File: config.mk
export PLATFORM = sky130hd
export DESIGN_NAME = pending_command_retry_table_top
export DESIGN_NICKNAME = d
export VERILOG_FILES = /design/src/hdl/pcrt_pkg.sv /design/src/hdl/pcrt_ram.sv /design/src/hdl/pcrt_cfg.sv /design/src/hdl/pcrt_engine.sv /design/src/hdl/pending_command_retry_table_top.sv
export SDC_FILE = /design/constraint.sdc
export NUM_CORES = 2
export LEC_CHECK = 0
export ABC_AREA = 1
export CAP_MARGIN = 30
export CORE_MARGIN = 1.5
export CORE_UTILIZATION = 40
export CTS_BUF_LIST = sky130_fd_sc_hd__clkbuf_4
export DETAILED_ROUTE_END_ITERATION = 8
export DONT_BUFFER_PORTS = 1
export SLEW_MARGIN = 15
export SYNTH_ARGS = -nofsm -noshare
export SYNTH_HDL_FRONTEND = slang
export SYNTH_SLANG_ARGS = --single-unit
File: constraint.sdc
create_clock -name i_clk -period 28.6 [get_ports i_clk]
set_clock_uncertainty 0.1 [all_clocks]
set_input_delay 5.72 -clock i_clk [delete_from_list [all_inputs] [get_ports i_clk]]
set_output_delay 5.72 -clock i_clk [all_outputs]
set_load 0.1 [all_outputs]
File: src/hdl/pcrt_pkg.sv
// ---------------------------------------------------------------------------
// pcrt_pkg
// shared types and constants of the pending command retry table
// ---------------------------------------------------------------------------
package pcrt_pkg;

    localparam int unsigned RESET_TIMEOUT = 1000;
    localparam int unsigned RESET_RETRIES = 3;
    localparam int          APB_AW        = 3;
    localparam logic [3:0]  RESULT_CAP    = 4'd8;

    localparam logic REG_TIMEOUT = 1'b0;
    localparam logic REG_RETRIES = 1'b1;

    typedef enum logic [1:0] {
        OP_REG   = 2'd0,
        OP_ACK   = 2'd1,
        OP_CLEAR = 2'd2,
        OP_TICK  = 2'd3
    } t_op;

    typedef enum logic [2:0] {
        KIND_NONE   = 3'd0,
        KIND_REG    = 3'd1,
        KIND_EVICT  = 3'd2,
        KIND_FREED  = 3'd3,
        KIND_RETX   = 3'd4,
        KIND_GIVEUP = 3'd5
    } t_kind;

    typedef enum logic [2:0] {
        S_IDLE,
        S_SCAN,
        S_PASS2,
        S_REGW,
        S_FINISH
    } t_state;

    typedef struct packed {
        logic [31:0] timeout_ms;
        logic [3:0]  max_retries;
    } t_cfg;

    typedef struct packed {
        logic [31:0] device;
        logic [7:0]  channel;
        logic [15:0] sequence_no;
        logic [15:0] tag;
        logic [31:0] sent_time;
        logic [3:0]  retries;
    } t_entry;

    typedef struct packed {
        logic        last;
        t_kind       kind;
        logic [2:0]  slot;
        logic [31:0] device;
        logic [15:0] sequence_no;
        logic [15:0] tag;
        logic [3:0]  freed;
    } t_res;

endpackage

File: src/hdl/pcrt_ram.sv
// ---------------------------------------------------------------------------
// pcrt_ram
// generic single write port ram with registered read
// ---------------------------------------------------------------------------
module pcrt_ram #(
    parameter int  WIDTH = 8,
    parameter int  DEPTH = 8,
    localparam int AW    = (DEPTH > 1) ? $clog2(DEPTH) : 1
) (
    input  logic             i_clk,
    input  logic             i_we,
    input  logic [AW-1:0]    i_waddr,
    input  logic [WIDTH-1:0] i_wdata,
    input  logic [AW-1:0]    i_raddr,
    output logic [WIDTH-1:0] o_rdata
);

    logic [WIDTH-1:0] r_mem [DEPTH];
    logic [WIDTH-1:0] r_rdata;

    always_ff @(posedge i_clk) begin
        if (i_we) begin
            r_mem[i_waddr] <= i_wdata;
        end
        r_rdata <= r_mem[i_raddr];
    end

    assign o_rdata = r_rdata;

endmodule

File: src/hdl/pcrt_cfg.sv
// ---------------------------------------------------------------------------
// pcrt_cfg
// apb register file holding timeout and retry count
// ---------------------------------------------------------------------------
module pcrt_cfg (
    input  logic                      i_clk,
    input  logic                      i_rst_n,
    input  logic                      i_psel,
    input  logic                      i_penable,
    input  logic                      i_pwrite,
    input  logic [pcrt_pkg::APB_AW-1:0] i_paddr,
    input  logic [31:0]               i_pwdata,
    output logic [31:0]               o_prdata,
    output pcrt_pkg::t_cfg            o_cfg
);
    import pcrt_pkg::*;

    t_cfg r_cfg;
    logic w_wr;
    logic w_sel;

    assign w_wr  = i_psel && i_penable && i_pwrite;
    assign w_sel = i_paddr[2];

    always_ff @(posedge i_clk) begin
        if (!i_rst_n) begin
            r_cfg.timeout_ms  <= 32'(RESET_TIMEOUT);
            r_cfg.max_retries <= 4'(RESET_RETRIES);
        end else if (w_wr) begin
            if (w_sel == REG_TIMEOUT) begin
                r_cfg.timeout_ms <= i_pwdata;
            end else begin
                r_cfg.max_retries <= i_pwdata[3:0];
            end
        end
    end

    assign o_prdata = (w_sel == REG_RETRIES) ? {28'd0, r_cfg.max_retries}
                                             : r_cfg.timeout_ms;
    assign o_cfg    = r_cfg;

endmodule

File: src/hdl/pcrt_engine.sv
// ---------------------------------------------------------------------------
// pcrt_engine
// slot sequencer: one table entry per cycle, unless results stall, through a shared compare unit
// ---------------------------------------------------------------------------
module pcrt_engine #(
    parameter int  SLOTS = 8,
    localparam int IW    = (SLOTS > 1) ? $clog2(SLOTS) : 1,
    localparam int TW    = $clog2(SLOTS + 1)
) (
    input  logic           i_clk,
    input  logic           i_rst_n,
    input  pcrt_pkg::t_cfg i_cfg,
    input  logic           i_s_tvalid,
    output logic           o_s_tready,
    input  logic [111:0]   i_s_tdata,
    input  logic [1:0]     i_s_tuser,
    output logic           o_m_tvalid,
    input  logic           i_m_tready,
    output pcrt_pkg::t_res o_res
);
    import pcrt_pkg::*;

    localparam logic [IW-1:0] LAST_IDX = IW'(SLOTS - 1);

    t_state        r_state, n_state;
    logic [IW-1:0] r_idx, n_idx;
    logic [SLOTS-1:0] r_used, n_used;
    t_op           r_op, n_op;
    logic [31:0]   r_dev, n_dev;
    logic [7:0]    r_ch, n_ch;
    logic [15:0]   r_seq, n_seq;
    logic [15:0]   r_tag, n_tag;
    logic [31:0]   r_now, n_now;
    logic [7:0]    r_mask, n_mask;
    logic          r_found, n_found;
    logic [IW-1:0] r_free_idx, n_free_idx;
    logic [IW-1:0] r_min_idx, n_min_idx;
    t_entry        r_min, n_min;
    logic [TW-1:0] r_total, n_total;
    logic [3:0]    r_cnt, n_cnt;
    logic          r_pend_v, n_pend_v;
    t_res          r_pend, n_pend;
    logic          r_out_v, n_out_v;
    t_res          r_out, n_out;

    t_entry        w_rd;
    logic          ram_we;
    logic [IW-1:0] ram_waddr;
    t_entry        ram_wdata;

    logic          w_used_i;
    logic [63:0]   w_mask_ext;
    logic          w_reach;
    logic [31:0]   w_age;
    logic          w_due;
    logic          w_dev_hit;
    logic          w_last_idx;
    logic [IW-1:0] w_reg_slot;
    logic          w_can_push;
    logic          e_v;
    t_res          e_res;
    logic          w_stall;

    pcrt_ram #(
        .WIDTH ($bits(t_entry)),
        .DEPTH (SLOTS)
    ) u_ram (
        .i_clk   (i_clk),
        .i_we    (ram_we),
        .i_waddr (ram_waddr),
        .i_wdata (ram_wdata),
        .i_raddr (n_idx),
        .o_rdata (w_rd)
    );

    assign w_used_i   = r_used[r_idx];
    assign w_mask_ext = 64'(r_mask);
    assign w_reach    = w_mask_ext[6'(r_idx)];
    assign w_age      = r_now - w_rd.sent_time;
    assign w_due      = w_used_i && (w_age >= i_cfg.timeout_ms);
    assign w_dev_hit  = w_used_i && (w_rd.device == r_dev);
    assign w_last_idx = (r_idx == LAST_IDX);
    assign w_reg_slot = r_found ? r_free_idx : r_min_idx;
    assign w_can_push = !r_out_v || i_m_tready;

    // result produced by the slot under the compare unit, or by the register write
    always_comb begin
        e_v   = 1'b0;
        e_res = '0;
        unique case (r_state)
            S_SCAN: begin
                unique case (r_op)
                    OP_ACK: begin
                        if (w_dev_hit && (w_rd.sequence_no == r_seq) && !r_found) begin
                            e_v = 1'b1;
                            e_res.kind = KIND_FREED;
                        end
                    end
                    OP_TICK: begin
                        if (w_due) begin
                            e_v = 1'b1;
                            e_res.kind = ((w_rd.retries != 4'd0) && w_reach) ? KIND_RETX
                                                                          : KIND_GIVEUP;
                        end
                    end
                    OP_REG, OP_CLEAR: ;
                endcase
                e_res.slot        = 3'(r_idx);
                e_res.device      = w_rd.device;
                e_res.sequence_no = w_rd.sequence_no;
                e_res.tag         = w_rd.tag;
            end
            S_PASS2: begin
                e_v               = w_dev_hit && (w_rd.channel == r_ch);
                e_res.kind        = KIND_FREED;
                e_res.slot        = 3'(r_idx);
                e_res.device      = w_rd.device;
                e_res.sequence_no = w_rd.sequence_no;
                e_res.tag         = w_rd.tag;
                e_res.freed       = 4'(r_total);
            end
            S_REGW: begin
                e_v        = 1'b1;
                e_res.slot = 3'(w_reg_slot);
                if (r_found) begin
                    e_res.kind        = KIND_REG;
                    e_res.device      = r_dev;
                    e_res.sequence_no = r_seq;
                    e_res.tag         = r_tag;
                end else begin
                    e_res.kind        = KIND_EVICT;
                    e_res.device      = r_min.device;
                    e_res.sequence_no = r_min.sequence_no;
                    e_res.tag         = r_min.tag;
                end
            end
            default: ;
        endcase
    end

    assign w_stall = e_v && (r_cnt != RESULT_CAP) && r_pend_v && !w_can_push;

    always_comb begin
        n_state    = r_state;
        n_idx      = r_idx;
        n_used     = r_used;
        n_op       = r_op;
        n_dev      = r_dev;
        n_ch       = r_ch;
        n_seq      = r_seq;
        n_tag      = r_tag;
        n_now      = r_now;
        n_mask     = r_mask;
        n_found    = r_found;
        n_free_idx = r_free_idx;
        n_min_idx  = r_min_idx;
        n_min      = r_min;
        n_total    = r_total;
        n_cnt      = r_cnt;
        n_pend_v   = r_pend_v;
        n_pend     = r_pend;
        n_out_v    = r_out_v && !i_m_tready;
        n_out      = r_out;
        ram_we     = 1'b0;
        ram_waddr  = r_idx;
        ram_wdata  = w_rd;

        // queue a result: the previous one moves to the output register
        if (e_v && !w_stall && (r_cnt != RESULT_CAP)) begin
            if (r_pend_v) begin
                n_out   = r_pend;
                n_out_v = 1'b1;
            end
            n_pend   = e_res;
            n_pend_v = 1'b1;
            n_cnt    = r_cnt + 4'd1;
        end

        unique case (r_state)
            S_IDLE: begin
                n_idx = '0;
                if (i_s_tvalid) begin
                    n_op     = t_op'(i_s_tuser[1:0]);
                    n_dev    = i_s_tdata[31:0];
                    n_ch     = i_s_tdata[39:32];
                    n_seq    = i_s_tdata[55:40];
                    n_tag    = i_s_tdata[71:56];
                    n_now    = i_s_tdata[103:72];
                    n_mask   = i_s_tdata[111:104];
                    n_found  = 1'b0;
                    n_total  = '0;
                    n_cnt    = '0;
                    n_pend_v = 1'b0;
                    n_state  = S_SCAN;
                end
            end
            S_SCAN: begin
                if (!w_stall) begin
                    unique case (r_op)
                        OP_REG: begin
                            if (!w_used_i && !r_found) begin
                                n_found    = 1'b1;
                                n_free_idx = r_idx;
                            end
                            if (w_used_i && ((r_idx == '0) ||
                                             (w_rd.sent_time < r_min.sent_time))) begin
                                n_min_idx = r_idx;
                                n_min     = w_rd;
                            end
                        end
                        OP_ACK: begin
                            if (e_v) begin
                                n_found       = 1'b1;
                                n_used[r_idx] = 1'b0;
                            end
                        end
                        OP_CLEAR: begin
                            if (w_dev_hit && (w_rd.channel == r_ch)) begin
                                n_total = r_total + TW'(1);
                            end
                        end
                        OP_TICK: begin
                            if (e_v) begin
                                if (e_res.kind == KIND_RETX) begin
                                    ram_we              = 1'b1;
                                    ram_wdata.retries   = w_rd.retries - 4'd1;
                                    ram_wdata.sent_time = r_now;
                                end else begin
                                    n_used[r_idx] = 1'b0;
                                end
                            end
                        end
                    endcase
                    if (w_last_idx) begin
                        n_idx = '0;
                        priority case (r_op)
                            OP_REG:   n_state = S_REGW;
                            OP_CLEAR: n_state = S_PASS2;
                            default:  n_state = S_FINISH;
                        endcase
                    end else begin
                        n_idx = r_idx + IW'(1);
                    end
                end
            end
            S_PASS2: begin
                if (!w_stall) begin
                    if (e_v) begin
                        n_used[r_idx] = 1'b0;
                    end
                    if (w_last_idx) begin
                        n_state = S_FINISH;
                    end else begin
                        n_idx = r_idx + IW'(1);
                    end
                end
            end
            S_REGW: begin
                ram_we                = 1'b1;
                ram_waddr             = w_reg_slot;
                ram_wdata.device      = r_dev;
                ram_wdata.channel     = r_ch;
                ram_wdata.sequence_no = r_seq;
                ram_wdata.tag         = r_tag;
                ram_wdata.sent_time   = r_now;
                ram_wdata.retries     = i_cfg.max_retries;
                n_used[w_reg_slot]    = 1'b1;
                n_state               = S_FINISH;
            end
            S_FINISH: begin
                if (w_can_push) begin
                    if (r_pend_v) begin
                        n_out = r_pend;
                    end else begin
                        n_out = '0;
                    end
                    n_out.last = 1'b1;
                    n_out_v    = 1'b1;
                    n_pend_v   = 1'b0;
                    n_state    = S_IDLE;
                end
            end
            default: n_state = S_IDLE;
        endcase
    end

    always_ff @(posedge i_clk) begin
        if (!i_rst_n) begin
            r_state  <= S_IDLE;
            r_idx    <= '0;
            r_used   <= '0;
            r_found  <= 1'b0;
            r_total  <= '0;
            r_cnt    <= '0;
            r_pend_v <= 1'b0;
            r_out_v  <= 1'b0;
        end else begin
            r_state  <= n_state;
            r_idx    <= n_idx;
            r_used   <= n_used;
            r_found  <= n_found;
            r_total  <= n_total;
            r_cnt    <= n_cnt;
            r_pend_v <= n_pend_v;
            r_out_v  <= n_out_v;
        end
    end

    always_ff @(posedge i_clk) begin
        r_op       <= n_op;
        r_dev      <= n_dev;
        r_ch       <= n_ch;
        r_seq      <= n_seq;
        r_tag      <= n_tag;
        r_now      <= n_now;
        r_mask     <= n_mask;
        r_free_idx <= n_free_idx;
        r_min_idx  <= n_min_idx;
        r_min      <= n_min;
        r_pend     <= n_pend;
        r_out      <= n_out;
    end

    assign o_s_tready = (r_state == S_IDLE);
    assign o_m_tvalid = r_out_v;
    assign o_res      = r_out;

endmodule

File: src/hdl/pending_command_retry_table_top.sv
// ---------------------------------------------------------------------------
// pending_command_retry_table_top
// table of outstanding commands with register, ack, clear and timeout tick
// ---------------------------------------------------------------------------
// Each request walks the command table one slot per cycle through a single
// table read port and one compare unit, while the result stream is not held
// by a deasserted i_m_tready, and takes no new request until done. Register
// scans the table then writes the chosen slot; state report clear makes a
// counting pass, then a freeing pass. Up to eight results come out per
// request, the final one flagged by o_m_tlast. Registers: timeout_ms at
// 0x0, max_retries at 0x4.
module pending_command_retry_table_top #(
    parameter int SLOTS = 8
) (
    input  logic                        i_clk,
    input  logic                        i_rst_n,
    input  logic                        i_s_tvalid,
    output logic                        o_s_tready,
    // device_id, channel, sequence_req, packet_tag, now_ms, reachable_mask
    input  logic [111:0]                i_s_tdata,
    // operation
    input  logic [1:0]                  i_s_tuser,
    output logic                        o_m_tvalid,
    input  logic                        i_m_tready,
    // slot, out_device_id, out_sequence, out_packet_tag, freed_count, pad
    output logic [71:0]                 o_m_tdata,
    // kind
    output logic [2:0]                  o_m_tuser,
    output logic                        o_m_tlast,
    input  logic                        psel,
    input  logic                        penable,
    input  logic                        pwrite,
    input  logic [pcrt_pkg::APB_AW-1:0] paddr,
    input  logic [31:0]                 pwdata,
    output logic [31:0]                 prdata,
    output logic                        pready
);
    import pcrt_pkg::*;

    t_cfg w_cfg;
    t_res w_res;

    pcrt_cfg u_cfg (
        .i_clk     (i_clk),
        .i_rst_n   (i_rst_n),
        .i_psel    (psel),
        .i_penable (penable),
        .i_pwrite  (pwrite),
        .i_paddr   (paddr),
        .i_pwdata  (pwdata),
        .o_prdata  (prdata),
        .o_cfg     (w_cfg)
    );

    pcrt_engine #(
        .SLOTS (SLOTS)
    ) u_engine (
        .i_clk      (i_clk),
        .i_rst_n    (i_rst_n),
        .i_cfg      (w_cfg),
        .i_s_tvalid (i_s_tvalid),
        .o_s_tready (o_s_tready),
        .i_s_tdata  (i_s_tdata),
        .i_s_tuser  (i_s_tuser),
        .o_m_tvalid (o_m_tvalid),
        .i_m_tready (i_m_tready),
        .o_res      (w_res)
    );

    assign o_m_tdata = {1'b0, w_res.freed, w_res.tag, w_res.sequence_no,
                        w_res.device, w_res.slot};
    assign o_m_tuser = w_res.kind;
    assign o_m_tlast = w_res.last;
    assign pready    = 1'b1;

endmodule

==> reports/summary.json <==
{
  "outcome": "finished with violations",
  "violated_checks": "design-rule violations",
  "detailedRoute.firstPassIterationCount": 8,
  "die-width_um": 397,
  "root_buffer": "sky130_fd_sc_hd__clkbuf_4",
  "report.final.setup_viol": 0,
  "seqCellArea_mm2": 0.0395,
  "postRouteWirelength_mm": 164,
  "vias_in_the_first_global_route": 42663,
  "clock_network_latency_to_the_later_pin_of_the_worst_skew_pair_ns": 1.33,
  "drc_errors": 50,
  "crit_chain": "inv_1 -> nand2_1 -> nand2_1",
  "rsz_0062_raised_after_global_routing": "false",
  "htree_levels": 5,
  "mostFrequentLayoutCell": "sky130_fd_sc_hd__nand2_1",
  "place_area_mm2": 0.0648,
  "cts_tree": "yes",
  "sw_frac_of_total": 0.438,
  "areaGrowthSynthToFinish_pct": 12.6,
  "dpl_worst_slack_ns": 16.29,
  "critPathCaptureType": "output port",
  "cp_slowest_cell": "sky130_fd_sc_hd__nand2_1",
  "cts-hold-fix-buffers": 0,
  "grtUsageTotal": 0.206,
  "cts_buffer_depth": 4,
  "synth.avg_cell_area_um2": 9.83,
  "fmaxAchievable_mhz": 81.2,
  "drv_slew": 0,
  "sequential_share_of_power": 0.371,
  "cellPowerDensity_mw_per_mm2": 121,
  "hold_viol": 0,
  "timing.critical_path.buf_inv": 1,
  "clock_sink_count": 1398,
  "crit_path_start_kind": "input port",
  "report.power.total_mw": 8.44,
  "worst_pin_slew_ns": 1.17,
  "cp_slowest_stage_delay_ns": 0.66,
  "syn_area_mm2": 0.0621,
  "cts_made_buffers": 376,
  "synth_fp_nets": 6581,
  "clk_pin_slew_worst_paths_ns": 0.06,
  "floorplan.io_pins": 267,
  "starting_utilization_of_the_core_area": 0.403,
  "reported_net_switching_power_mw": 3.70,
  "fraction_of_the_cycle_the_final_worst_path_needs": 0.431,
  "timing.critical_path.arrival_ns": 6.49,
  "power.combinational.fraction": 0.416,
  "grt_overflow_total": 0,
  "detailed_route_iter0_violations": 3718,
  "io_buffers": 0,
  "min_path_type": "reg -> reg",
  "grt_antenna_before_repair": 11,
  "yosys_register_bits": 1398,
  "cp.required_ns": 22.78,
  "final_nets": 6770,
  "fill_cells": 14524,
  "slew-limit-headroom": 0.221,
  "layoutNonFillerInstCount": 8864,
  "synth.lib_cells_used.distinct": 50,
  "avgRoutedWirePerCell_um": 18.5,
  "fp.dieH_um": 397,
  "antenna_nets_post_route": 0,
  "gp_congestion": 0.858,
  "critPathKind": "in -> out",
  "cp_max_fo": 37,
  "p_leak_nw": 30.1,
  "commonest_cells_after_routing_fill_and_taps_aside": "sky130_fd_sc_hd__nand2_1, sky130_fd_sc_hd__edfxtp_1, sky130_fd_sc_hd__inv_1",
  "worst_path_most_repeated_cell": "sky130_fd_sc_hd__nand2_1",
  "detailedPlacementHpwl_mm": 92.4,
  "top_family_by_delay_on_critical_path": "simple AND/OR/NAND/NOR gates",
  "share_of_cells_above_drive_strength_1": 0.120,
  "design_area_mm2": 0.0700,
  "dpl.cell_count": 8153,
  "irDropWorstVdd_mv": 0.189,
  "final.setup.worst_slack_ns": 16.29,
  "postCtsSetupBuffers": 0,
  "total_die_area_mm2": 0.158,
  "minimum_clock_period_ns": 12.31,
  "num_rows": 144,
  "routed_via_density": 5.01,
  "vias": 44395,
  "final_layout_setup_total_negative_slack_ns": 0,
  "post_synth_inst_count": 6321,
  "area_taken_by_multi_input_logic_gates_mm2": 0.0170,
  "cts_repair_resize_count": 0,
  "max_cap_violations": 0,
  "first_pass_grt_wire_length_mm": 249,
  "internal-power_mw": 4.75,
  "core_mm2": 0.154,
  "grt_start_max_net_pins": 199,
  "synth_seq_area_share": 0.636,
  "yosys_warnings": 0,
  "clockPowerShare": 0.213
}
final timing paths:
kind	startpoint	end	slack (ns)	depth (start not counted)
worst max register to register	u_engine.u_ram.o_rdata[6]$_DFF_P_	u_engine.u_ram.o_rdata[68]$_DFF_P_	19.66	33
worst max-delay path	paddr[2]	prdata[0]	16.29	3
worst min-delay path	u_engine.r_pend[36]$_DFFE_PN_	u_engine.o_res[36]$_DFF_P_	0.30	2
worst min register to register	u_engine.r_pend[36]$_DFFE_PN_	u_engine.o_res[36]$_DFF_P_	0.30	2
worst reg2reg max path: cells and delay by family, from the launching register on:
family | cells | cell delay [ns]
compound gates | 11 | 2.76
xor+xnor | 1 | 0.20
fa+ha+maj | 2 | 0.61
buf+inv | 5 | 2.02
flops | 1 | 0.44
simple gates | 14 | 2.74
kinds of logic (layout without fill, tap and decap cells):
group / Yosys count / in the layout / share of synthesized area
simple gates: 2775 / 2775 / 0.193
xor+xnor: 66 / 66 / 0.00930
flops: 1398 / 1398 / 0.636
compound gates: 499 / 499 / 0.0470
buf+inv: 1477 / 1965 / 0.0936
fa+ha+maj: 104 / 104 / 0.0211
other cells: 2 / 13 / 0.000121
registers in the layout, indices dropped and copies added (netlist names), 8 cells and up:
| signal | cells |
|---|---|
| u_engine.r_now | 32 |
| u_engine.r_pend | 74 |
| u_engine.r_used | 8 |
| u_engine.r_seq | 16 |
| u_engine.r_min | 96 |
| u_engine.r_ch | 8 |
| u_engine.r_dev | 32 |
| u_engine.o_res | 75 |
| u_cfg.o_cfg | 36 |
| u_engine.u_ram.o_rdata | 108 |
| u_engine.u_ram.r_mem | 864 |
| u_engine.r_mask | 8 |
| u_engine.r_tag | 16 |
metal layers:
metal | GRT usage | up-vias | share of wire
met3 | 0.0529 | 324 | 0.081
met2 | 0.323 | 1537 | 0.45
li1 | - | 21438 | -
met1 | 0.278 | 21088 | 0.44
met4 | 0.0688 | 8 | 0.021
met5 | 0 | - | 0.00038
Yosys cell counts, drive strengths merged:
library cell,instances,area (um2)
a22oi,3,22.5
a211oi,7,52.6
inv,1147,4310
o21a,8,60.1
or2,3,18.8
nand2,1471,5540
a21oi,155,787
o221ai,24,210
o211ai,83,623
nor3,20,105
fa,1,20.0
o22ai,1,6.26
nand3,1107,5550
o31ai,1,7.51
a31oi,8,50.1
nor4,1,6.26
xor2,26,228
conb,2,7.51
nor2,154,613
clkinv,2,7.51
xnor2,40,350
ha,103,1290
o21bai,2,15.0
nor3b,3,22.5
edfxtp,1154,34700
nand4,16,106
o2111ai,1,8.76
buf,200,1020
a221oi,3,26.3
a21boi,3,22.5
o21ai,193,977
dfxtp,244,4880
a211o,1,8.76
a21o,6,45.0
clkbuf,128,482
area by class of cell:
type | instances | share of cell area
clock buffer | 585 | 0.0628
timing repair buffer | 139 | 0.0228
inverter | 1149 | 0.0617
antenna | 11 | 0.000393
multi-input combinational | 3446 | 0.243
clock inverter | 92 | 0.00721
tap | 2044 | 0.0366
sequential | 1398 | 0.565
stage by stage:
| stage | util | hold slack [ns] |
|---|---|---|
| 3_3_place_gp | 0.415 | 0.311 |
| 2_1_floorplan | - | 0.308 |
| 3_5_place_dp | 0.420 | 0.315 |
| 4_1_cts | 0.452 | 0.291 |
| 6_report | 0.454 | 0.297 |
| 5_1_grt | 0.454 | 0.303 |
power groups by stage:
stage / clock network (mW) / registers [mW] / logic, mW
after CTS: 1.85 / 3.13 / 3.47
after floorplan: 0 / 3.13 / 2.49
after detailed placement: 0 / 3.17 / 3.45
after global routing: 1.95 / 3.15 / 3.95
final: 1.80 / 3.13 / 3.52
after global placement: 0 / 3.18 / 3.34
Note: power is estimated with default switching activity, not from simulation.
